## src/mkne_pkg.sv

```systemverilog
package mkne_pkg;

  localparam int NumberWidth = 32;
  localparam int QueueDepth = 2;
  localparam int QPtrW = (QueueDepth > 1) ? $clog2(QueueDepth) : 1;
  localparam int QCntW = $clog2(QueueDepth + 1);

  localparam logic [7:0] EnterKeyReset = 8'd35;
  localparam logic [7:0] KeyZero = 8'h30;
  localparam logic [7:0] KeyNine = 8'h39;

  typedef enum logic [3:0] {
    PhIdle = 4'b0001,
    PhRows = 4'b0010,
    PhCols = 4'b0100,
    PhWait = 4'b1000
  } scan_phase_t;

  typedef struct packed {
    logic       any_low;
    logic       col_found;
    logic [1:0] col_idx;
  } col_class_t;

  function automatic logic [7:0] key_lookup(input logic [1:0] row, input logic [1:0] col);
    logic [7:0] code;
    case ({row, col})
      4'h0: code = "1";
      4'h1: code = "2";
      4'h2: code = "3";
      4'h3: code = "4";
      4'h4: code = "5";
      4'h5: code = "6";
      4'h6: code = "7";
      4'h7: code = "8";
      4'h8: code = "9";
      4'h9: code = "0";
      4'ha: code = "*";
      4'hb: code = "#";
      4'hc: code = "A";
      4'hd: code = "B";
      4'he: code = "C";
      default: code = "1";
    endcase
    return code;
  endfunction

  function automatic logic [3:0] single_row(input logic [1:0] row);
    return ~(4'b0001 << row);
  endfunction

endpackage

```

## src/mkne_front.sv

```systemverilog
module mkne_front import mkne_pkg::*; (
  input  logic [3:0]  column_pins,
  output col_class_t  cls
);

  always_comb begin
    cls.any_low = (column_pins != 4'hf);
    cls.col_found = 1'b0;
    cls.col_idx = 2'd0;
    for (int c = 3; c >= 0; c--) begin
      if (!column_pins[c]) begin
        cls.col_found = 1'b1;
        cls.col_idx = 2'(c);
      end
    end
  end

endmodule

```

## src/mkne_queue.sv

```systemverilog
module mkne_queue import mkne_pkg::*; (
  input  logic       clk,
  input  logic       rst,
  input  logic       push,
  input  col_class_t push_data,
  output logic       full,
  input  logic       pop,
  output logic       head_valid,
  output col_class_t head_data
);

  col_class_t entries [QueueDepth];
  logic [QPtrW-1:0] wptr;
  logic [QPtrW-1:0] rptr;
  logic [QCntW-1:0] count;

  function automatic logic [QPtrW-1:0] ptr_inc(input logic [QPtrW-1:0] p);
    return (p == QPtrW'(QueueDepth - 1)) ? '0 : p + 1'b1;
  endfunction

  assign full = (count == QCntW'(QueueDepth));
  assign head_valid = (count != '0);
  assign head_data = entries[rptr];

  always_ff @(posedge clk) begin
    if (push) begin
      entries[wptr] <= push_data;
    end
  end

  always_ff @(posedge clk) begin
    if (rst) begin
      wptr <= '0;
      rptr <= '0;
      count <= '0;
    end else begin
      if (push) begin
        wptr <= ptr_inc(wptr);
      end
      if (pop) begin
        rptr <= ptr_inc(rptr);
      end
      if (push && !pop) begin
        count <= count + 1'b1;
      end else if (pop && !push) begin
        count <= count - 1'b1;
      end
    end
  end

endmodule

```

## src/mkne_back.sv

```systemverilog
module mkne_back import mkne_pkg::*; (
  input  logic             clk,
  input  logic             rst,
  input  logic [7:0]       enter_key_code,
  input  logic             head_valid,
  input  col_class_t       head_data,
  output logic             pop,
  output logic             out_valid,
  input  logic             out_stall,
  output logic [3:0]       row_drive,
  output logic             key_valid,
  output logic [7:0]       key_code,
  output logic             key_is_digit,
  output logic [31:0]      number_value,
  output logic             number_ready
);

  scan_phase_t phase, phase_next;
  logic [1:0] scan_row, scan_row_next;
  logic [1:0] found_row, found_row_next;
  logic [7:0] held_key, held_key_next;
  logic [NumberWidth-1:0] acc, acc_next;

  logic [3:0] drive;
  logic valid_k, digit_k, ready_k;
  logic [7:0] code_k;
  logic [NumberWidth-1:0] value_k;
  logic [NumberWidth-1:0] acc_x10;
  logic [3:0] digit_val;

  assign pop = head_valid && (!out_valid || !out_stall);
  assign acc_x10 = (acc << 3) + (acc << 1);
  assign digit_val = 4'(held_key - KeyZero);

  always_comb begin
    phase_next = phase;
    scan_row_next = scan_row;
    found_row_next = found_row;
    held_key_next = held_key;
    acc_next = acc;
    drive = 4'h0;
    valid_k = 1'b0;
    digit_k = 1'b0;
    ready_k = 1'b0;
    code_k = 8'h00;
    case (phase)
      PhIdle: begin
        if (head_data.any_low) begin
          phase_next = PhRows;
          scan_row_next = 2'd0;
          drive = single_row(2'd0);
        end
      end
      PhRows: begin
        if (head_data.any_low) begin
          found_row_next = scan_row;
          phase_next = PhCols;
        end else if (scan_row == 2'd3) begin
          phase_next = PhIdle;
          scan_row_next = 2'd0;
        end else begin
          scan_row_next = scan_row + 2'd1;
          drive = single_row(scan_row + 2'd1);
        end
      end
      PhCols: begin
        if (head_data.col_found) begin
          held_key_next = key_lookup(found_row, head_data.col_idx);
          phase_next = PhWait;
        end else begin
          phase_next = PhIdle;
        end
      end
      PhWait: begin
        if (!head_data.any_low) begin
          phase_next = PhIdle;
          valid_k = 1'b1;
          code_k = held_key;
          if (held_key inside {[KeyZero:KeyNine]}) begin
            digit_k = 1'b1;
            acc_next = acc_x10 + {{(NumberWidth-4){1'b0}}, digit_val};
          end else if (held_key == enter_key_code) begin
            ready_k = 1'b1;
          end
        end
      end
      default: begin
        phase_next = PhIdle;
      end
    endcase
    value_k = acc_next;
    if (ready_k) begin
      acc_next = '0;
    end
  end

  always_ff @(posedge clk) begin
    if (rst) begin
      phase <= PhIdle;
      scan_row <= 2'd0;
      found_row <= 2'd0;
      held_key <= 8'h00;
      acc <= '0;
      out_valid <= 1'b0;
    end else if (pop) begin
      phase <= phase_next;
      scan_row <= scan_row_next;
      found_row <= found_row_next;
      held_key <= held_key_next;
      acc <= acc_next;
      out_valid <= 1'b1;
    end else if (!out_stall) begin
      out_valid <= 1'b0;
    end
  end

  always_ff @(posedge clk) begin
    if (pop) begin
      row_drive <= drive;
      key_valid <= valid_k;
      key_code <= code_k;
      key_is_digit <= digit_k;
      number_value <= 32'(value_k);
      number_ready <= ready_k;
    end
  end

endmodule

```

## src/matrix_keypad_number_entry.sv

```systemverilog
// 4x4 matrix keypad scanner with decimal number entry. Each item is one sample of the four
// active-low column pins; each result gives the active-low row pattern to drive next, the
// released key if any, and the running or finished number. The block takes one item per
// cycle while in_stall is low and returns one result per item, in order. An item passes
// a two-entry queue after column classification and then the scan state machine, whose
// single step per item (one times-ten add on the accumulator) sets the rate; results leave
// through an output register, which holds while out_stall is high. The enter key code is
// written through the configuration channel, resets to '#', and is always ready.
module matrix_keypad_number_entry import mkne_pkg::*; (
  input  logic        clk,
  input  logic        rst,
  input  logic        in_valid,
  output logic        in_stall,
  input  logic [3:0]  column_pins,
  output logic        out_valid,
  input  logic        out_stall,
  output logic [3:0]  row_drive,
  output logic        key_valid,
  output logic [7:0]  key_code,
  output logic        key_is_digit,
  output logic [31:0] number_value,
  output logic        number_ready,
  input  logic        cfg_valid,
  output logic        cfg_ready,
  input  logic [7:0]  cfg_data
);

  logic [7:0] enter_key_code;
  col_class_t cls;
  col_class_t head_data;
  logic full, head_valid, pop;

  assign cfg_ready = 1'b1;
  assign in_stall = full;

  always_ff @(posedge clk) begin
    if (rst) begin
      enter_key_code <= EnterKeyReset;
    end else if (cfg_valid && cfg_ready) begin
      enter_key_code <= cfg_data;
    end
  end

  mkne_front u_front (
    .column_pins (column_pins),
    .cls         (cls)
  );

  mkne_queue u_queue (
    .clk        (clk),
    .rst        (rst),
    .push       (in_valid && !full),
    .push_data  (cls),
    .full       (full),
    .pop        (pop),
    .head_valid (head_valid),
    .head_data  (head_data)
  );

  mkne_back u_back (
    .clk            (clk),
    .rst            (rst),
    .enter_key_code (enter_key_code),
    .head_valid     (head_valid),
    .head_data      (head_data),
    .pop            (pop),
    .out_valid      (out_valid),
    .out_stall      (out_stall),
    .row_drive      (row_drive),
    .key_valid      (key_valid),
    .key_code       (key_code),
    .key_is_digit   (key_is_digit),
    .number_value   (number_value),
    .number_ready   (number_ready)
  );

endmodule

```

## config.mk

```make
export PLATFORM = sky130hd
export DESIGN_NAME = matrix_keypad_number_entry
export DESIGN_NICKNAME = d
export VERILOG_FILES = /design/src/mkne_pkg.sv /design/src/mkne_front.sv /design/src/mkne_queue.sv /design/src/mkne_back.sv /design/src/matrix_keypad_number_entry.sv
export SDC_FILE = /design/constraint.sdc
export NUM_CORES = 1
export LEC_CHECK = 0
export ABC_AREA = 1
export BUFFER_PORTS_ARGS = -buffer_cell sky130_fd_sc_hd__buf_2
export CAP_MARGIN = 25
export CORE_ASPECT_RATIO = 0.9
export CORE_MARGIN = 3
export CORE_UTILIZATION = 46
export DETAILED_ROUTE_END_ITERATION = 7
export HOLD_SLACK_MARGIN = 0.02
export PLACE_DENSITY_LB_ADDON = 0.2
export SETUP_SLACK_MARGIN = 0.2
export SYNTH_ARGS = -nofsm -noshare
export SYNTH_HDL_FRONTEND = slang
export SYNTH_SLANG_ARGS = --single-unit
```

## constraint.sdc

```tcl
create_clock -name clk -period 2.8 [get_ports clk]
set_input_delay 0.28 -clock clk [delete_from_list [all_inputs] [get_ports clk]]
set_output_delay 0.28 -clock clk [all_outputs]
set_load 0.02 [all_outputs]
```

==> flow_metrics.tcl <==
set metrics [dict create \
    coreArea_um2 15100 \
    grt_pass1_vias 5997 \
    die_h_um 125 \
    drive_gt1_share_pct 14.6 \
    crit_path_max_fanout 4 \
    cts_made_buffers 17 \
    powerDensity_nw_per_um2 705 \
    rsz0062_at_grt "no" \
    hold_buffers 0 \
    htreeDepth 4 \
    post_drt_wl_per_cell_um 13.7 \
    post-route-period-util_pct 86.7 \
    worst_pin_slew_ns 0.714 \
    slew_headroom_pct 52.4 \
    hp-class "in -> reg" \
    syn-mean-instance-area_um2 7.33 \
    initial_utilization_pct 48.1 \
    synth_seq_cells 115 \
    grt_max_degree 51 \
    post-synth-top-area-cell "edfxtp_1" \
    clk_latency_ns 0.42 \
    drt_pass1_iterations 5 \
    hold_depth 3 \
    die_w_um 138 \
    synthFlopType "dfxtp_1" \
    drt-initial-drc-count 426 \
    cp-end-kind "flop" \
    yosysUniqueCellTypes 41 \
    cp.required_ns 2.96 \
    hold_violations 0 \
    num_vias 6416 \
    yosysWarnings 0 \
    met3_usage_pct 4.31 \
    overflow 0 \
    tns_ns 0 \
    peakVddDrop_mv 0.635 \
    syn2layout_area_growth_pct 16.9 \
    finalWeightedCongestion 0.953 \
    syn_nets 1073 \
    syn_inst 990 \
    clock_path_buffers 2 \
    multi_input_area_um2 3900 \
    cts_root_buffer "clkbuf_16" \
    post-route-drc-count 0 \
    worst-setup-path-type "reg -> reg" \
    cts_num_sinks 115 \
    critPathLaunchType "flop" \
    skew_ns 0.00977 \
    grtUsageTotal_pct 20.5 \
    layout.nets 1142 \
    yosysSeqAreaShare_pct 39.2 \
    max_cap_violations 0 \
    seq_area_um2 2850 \
    met2_usage_pct 32.9 \
    post_drt_via_cell_ratio 5.05 \
    dieArea_um2 17300 \
    p_leak_nw 4.14 \
    async_flop_share_pct 0 \
    numPortBuffers 64 \
    grt_pass1_wl_mm 29.1 \
    met1_usage_pct 28.0 \
    p_total_mw 5.99 \
    fmax_ghz 0.412 \
    slew_violations 0 \
    routed_wl_mm 17.4 \
    synth_edf_count 54 \
    synth.area.top_cells "edfxtp_1, dfxtp_1, nand2_1, ha_1, inv_1" \
    synth_top_area_share_pct 22.3 \
    cp.arrival_ns 2.58 \
    antenna_cells 0 \
    rows 42 \
    cts_tree "yes" \
    antenna_found_initial 0 \
    status "completed" \
    postRouteAntennaNets 0 \
    clk_pin_slew_ns 0.06 \
    busiest_layer "met2" \
    netlist_area_um2 7260 \
    ios 67 \
    r2r_cells 12 \
    setup_viol 0 \
    layout_min_cycle_time_ns 2.43 \
    dpl.hpwl_mm 12.8 \
    nFillCells 1421 \
]
==> synth_stat cells, types with 2 or more instances <==
| cell | number |
|---|---|
| nand2_1 | 319 |
| inv_1 | 138 |
| a21oi_1 | 86 |
| nor2_1 | 86 |
| ha_1 | 64 |
| dfxtp_1 | 61 |
| edfxtp_1 | 54 |
| nand3_1 | 45 |
| o21ai_0 | 29 |
| xnor2_1 | 16 |
| clkbuf_1 | 9 |
| buf_2 | 8 |
| nand3b_1 | 7 |
| o21ai_2 | 7 |
| nand4_1 | 6 |
| o21ai_1 | 5 |
| a21oi_2 | 4 |
| nor3_1 | 4 |
| or2_2 | 4 |
| a211oi_1 | 3 |
| a21boi_0 | 3 |
| buf_4 | 3 |
| inv_2 | 3 |
| o21bai_1 | 3 |
| xor2_1 | 3 |
| a31oi_1 | 2 |
| and2_1 | 2 |
| conb_1 | 2 |
| fa_1 | 2 |
==> layout by cell type (no fill, tap or decap), types with 3 or more instances in the layout <==
master,instances
a211oi_1,3
a21boi_0,3
a21oi_1,83
a21oi_2,7
buf_2,64
buf_4,6
clkbuf_16,17
clkinv_2,4
clkinvlp_4,5
dfxtp_1,59
edfxtp_1,54
ha_1,62
inv_1,136
inv_2,5
inv_6,5
nand2_1,312
nand2_2,7
nand3_1,36
nand3_2,7
nand3b_1,7
nand4_1,6
nor2_1,85
nor3_1,4
o21ai_0,29
o21ai_1,4
o21ai_2,8
o21bai_1,3
or2_2,4
xnor2_1,14
xor2_1,3
==> sequential cells by signal, indices dropped and copies added, names as in the netlist, named ones only <==
signal               cells
u_back.acc              32
u_back.number_value     32
enter_key_code           8
u_queue.entries          8
u_back.held_key          7
u_back.key_code          7
u_back.phase             4
u_back.row_drive         4
u_back.found_row         2
u_back.scan_row          2
u_queue.count            2
u_back.key_is_digit      1
u_back.key_valid         1
u_back.number_ready      1
u_back.out_valid         1
u_queue.rptr             1
u_queue.wptr             1
==> kinds of logic after synthesis <==
logic type / after synthesis / synth area share, %
simple gates: 477 / 26.8
buf+inv: 164 / 8.88
compound gates: 147 / 11.2
flops: 115 / 39.2
fa+ha+maj: 66 / 11.6
xor+xnor: 19 / 2.29
other cells: 2 / 0.103
==> through the flow <==
stage,hold WS [ns],util [%],instances,instance area (um2),setup WS [ns]
floorplan,0.391,-,990,7260,0.341
global placement,0.440,51.5,1235,7770,0.210
detailed placement,0.445,51.6,1236,7780,0.102
CTS,0.0503,55.5,1268,8360,0.203
global route,0.0654,56.3,1270,8490,0.190
finish,0.0592,56.3,1270,8490,0.372
==> what timing repair did <==
item,in CTS,in global routing
pin swaps,0,5
gates resized for setup,5,26
endpoints found under the hold margin,0,0
setup buffers,0,2
endpoints found under the setup margin,12,35
==> critical path: stages, from the launching register on <==
cell	delay, ns
dfxtp_2	0.34
inv_1	0.07
fa_1	0.52
inv_2	0.06
fa_2	0.40
nand3_2	0.10
nand3_2	0.10
nand2_2	0.10
nand3_4	0.08
nand2_1	0.07
nand2_1	0.07
xnor2_2	0.17
a21boi_0	0.10
==> layer usage <==
layer  vias to the layer above  part of all wire [%]
li1                       3331                     -
met1                      2944                    48
met2                       127                    46
met3                        14                   5.0
met4                         0                   1.2
met5                         -                     0
==> cell type report <==
type,instances,area share (%)
inverter,142,6.28
sequential,115,33.5
tap,198,2.92
multi-input combinational,711,46.0
timing repair buffer,72,4.72
clock inverter,15,1.55
clock buffer,17,5.01
==> power breakdown <==
group	internal [mW]	total, mW	switching, mW
Combinational	0.389	1.57	1.18
Clock	1.22	2.06	0.840
Sequential	2.22	2.36	0.140
==> final timing paths <==
kind                            slack (ns)                       start                           endpoint
worst max register to register        0.37  u_back.acc[0]$_SDFFE_PP0P_  u_back.number_value[18]$_DFFE_PP_
worst max-delay path                  0.37  u_back.acc[0]$_SDFFE_PP0P_  u_back.number_value[18]$_DFFE_PP_
worst min register to register        0.46   u_queue.rptr$_SDFFE_PP0P_          u_queue.rptr$_SDFFE_PP0P_
worst min-delay path                  0.06                 cfg_data[0]     enter_key_code[0]$_SDFFE_PP1P_
(Power assumes the default switching activity.)
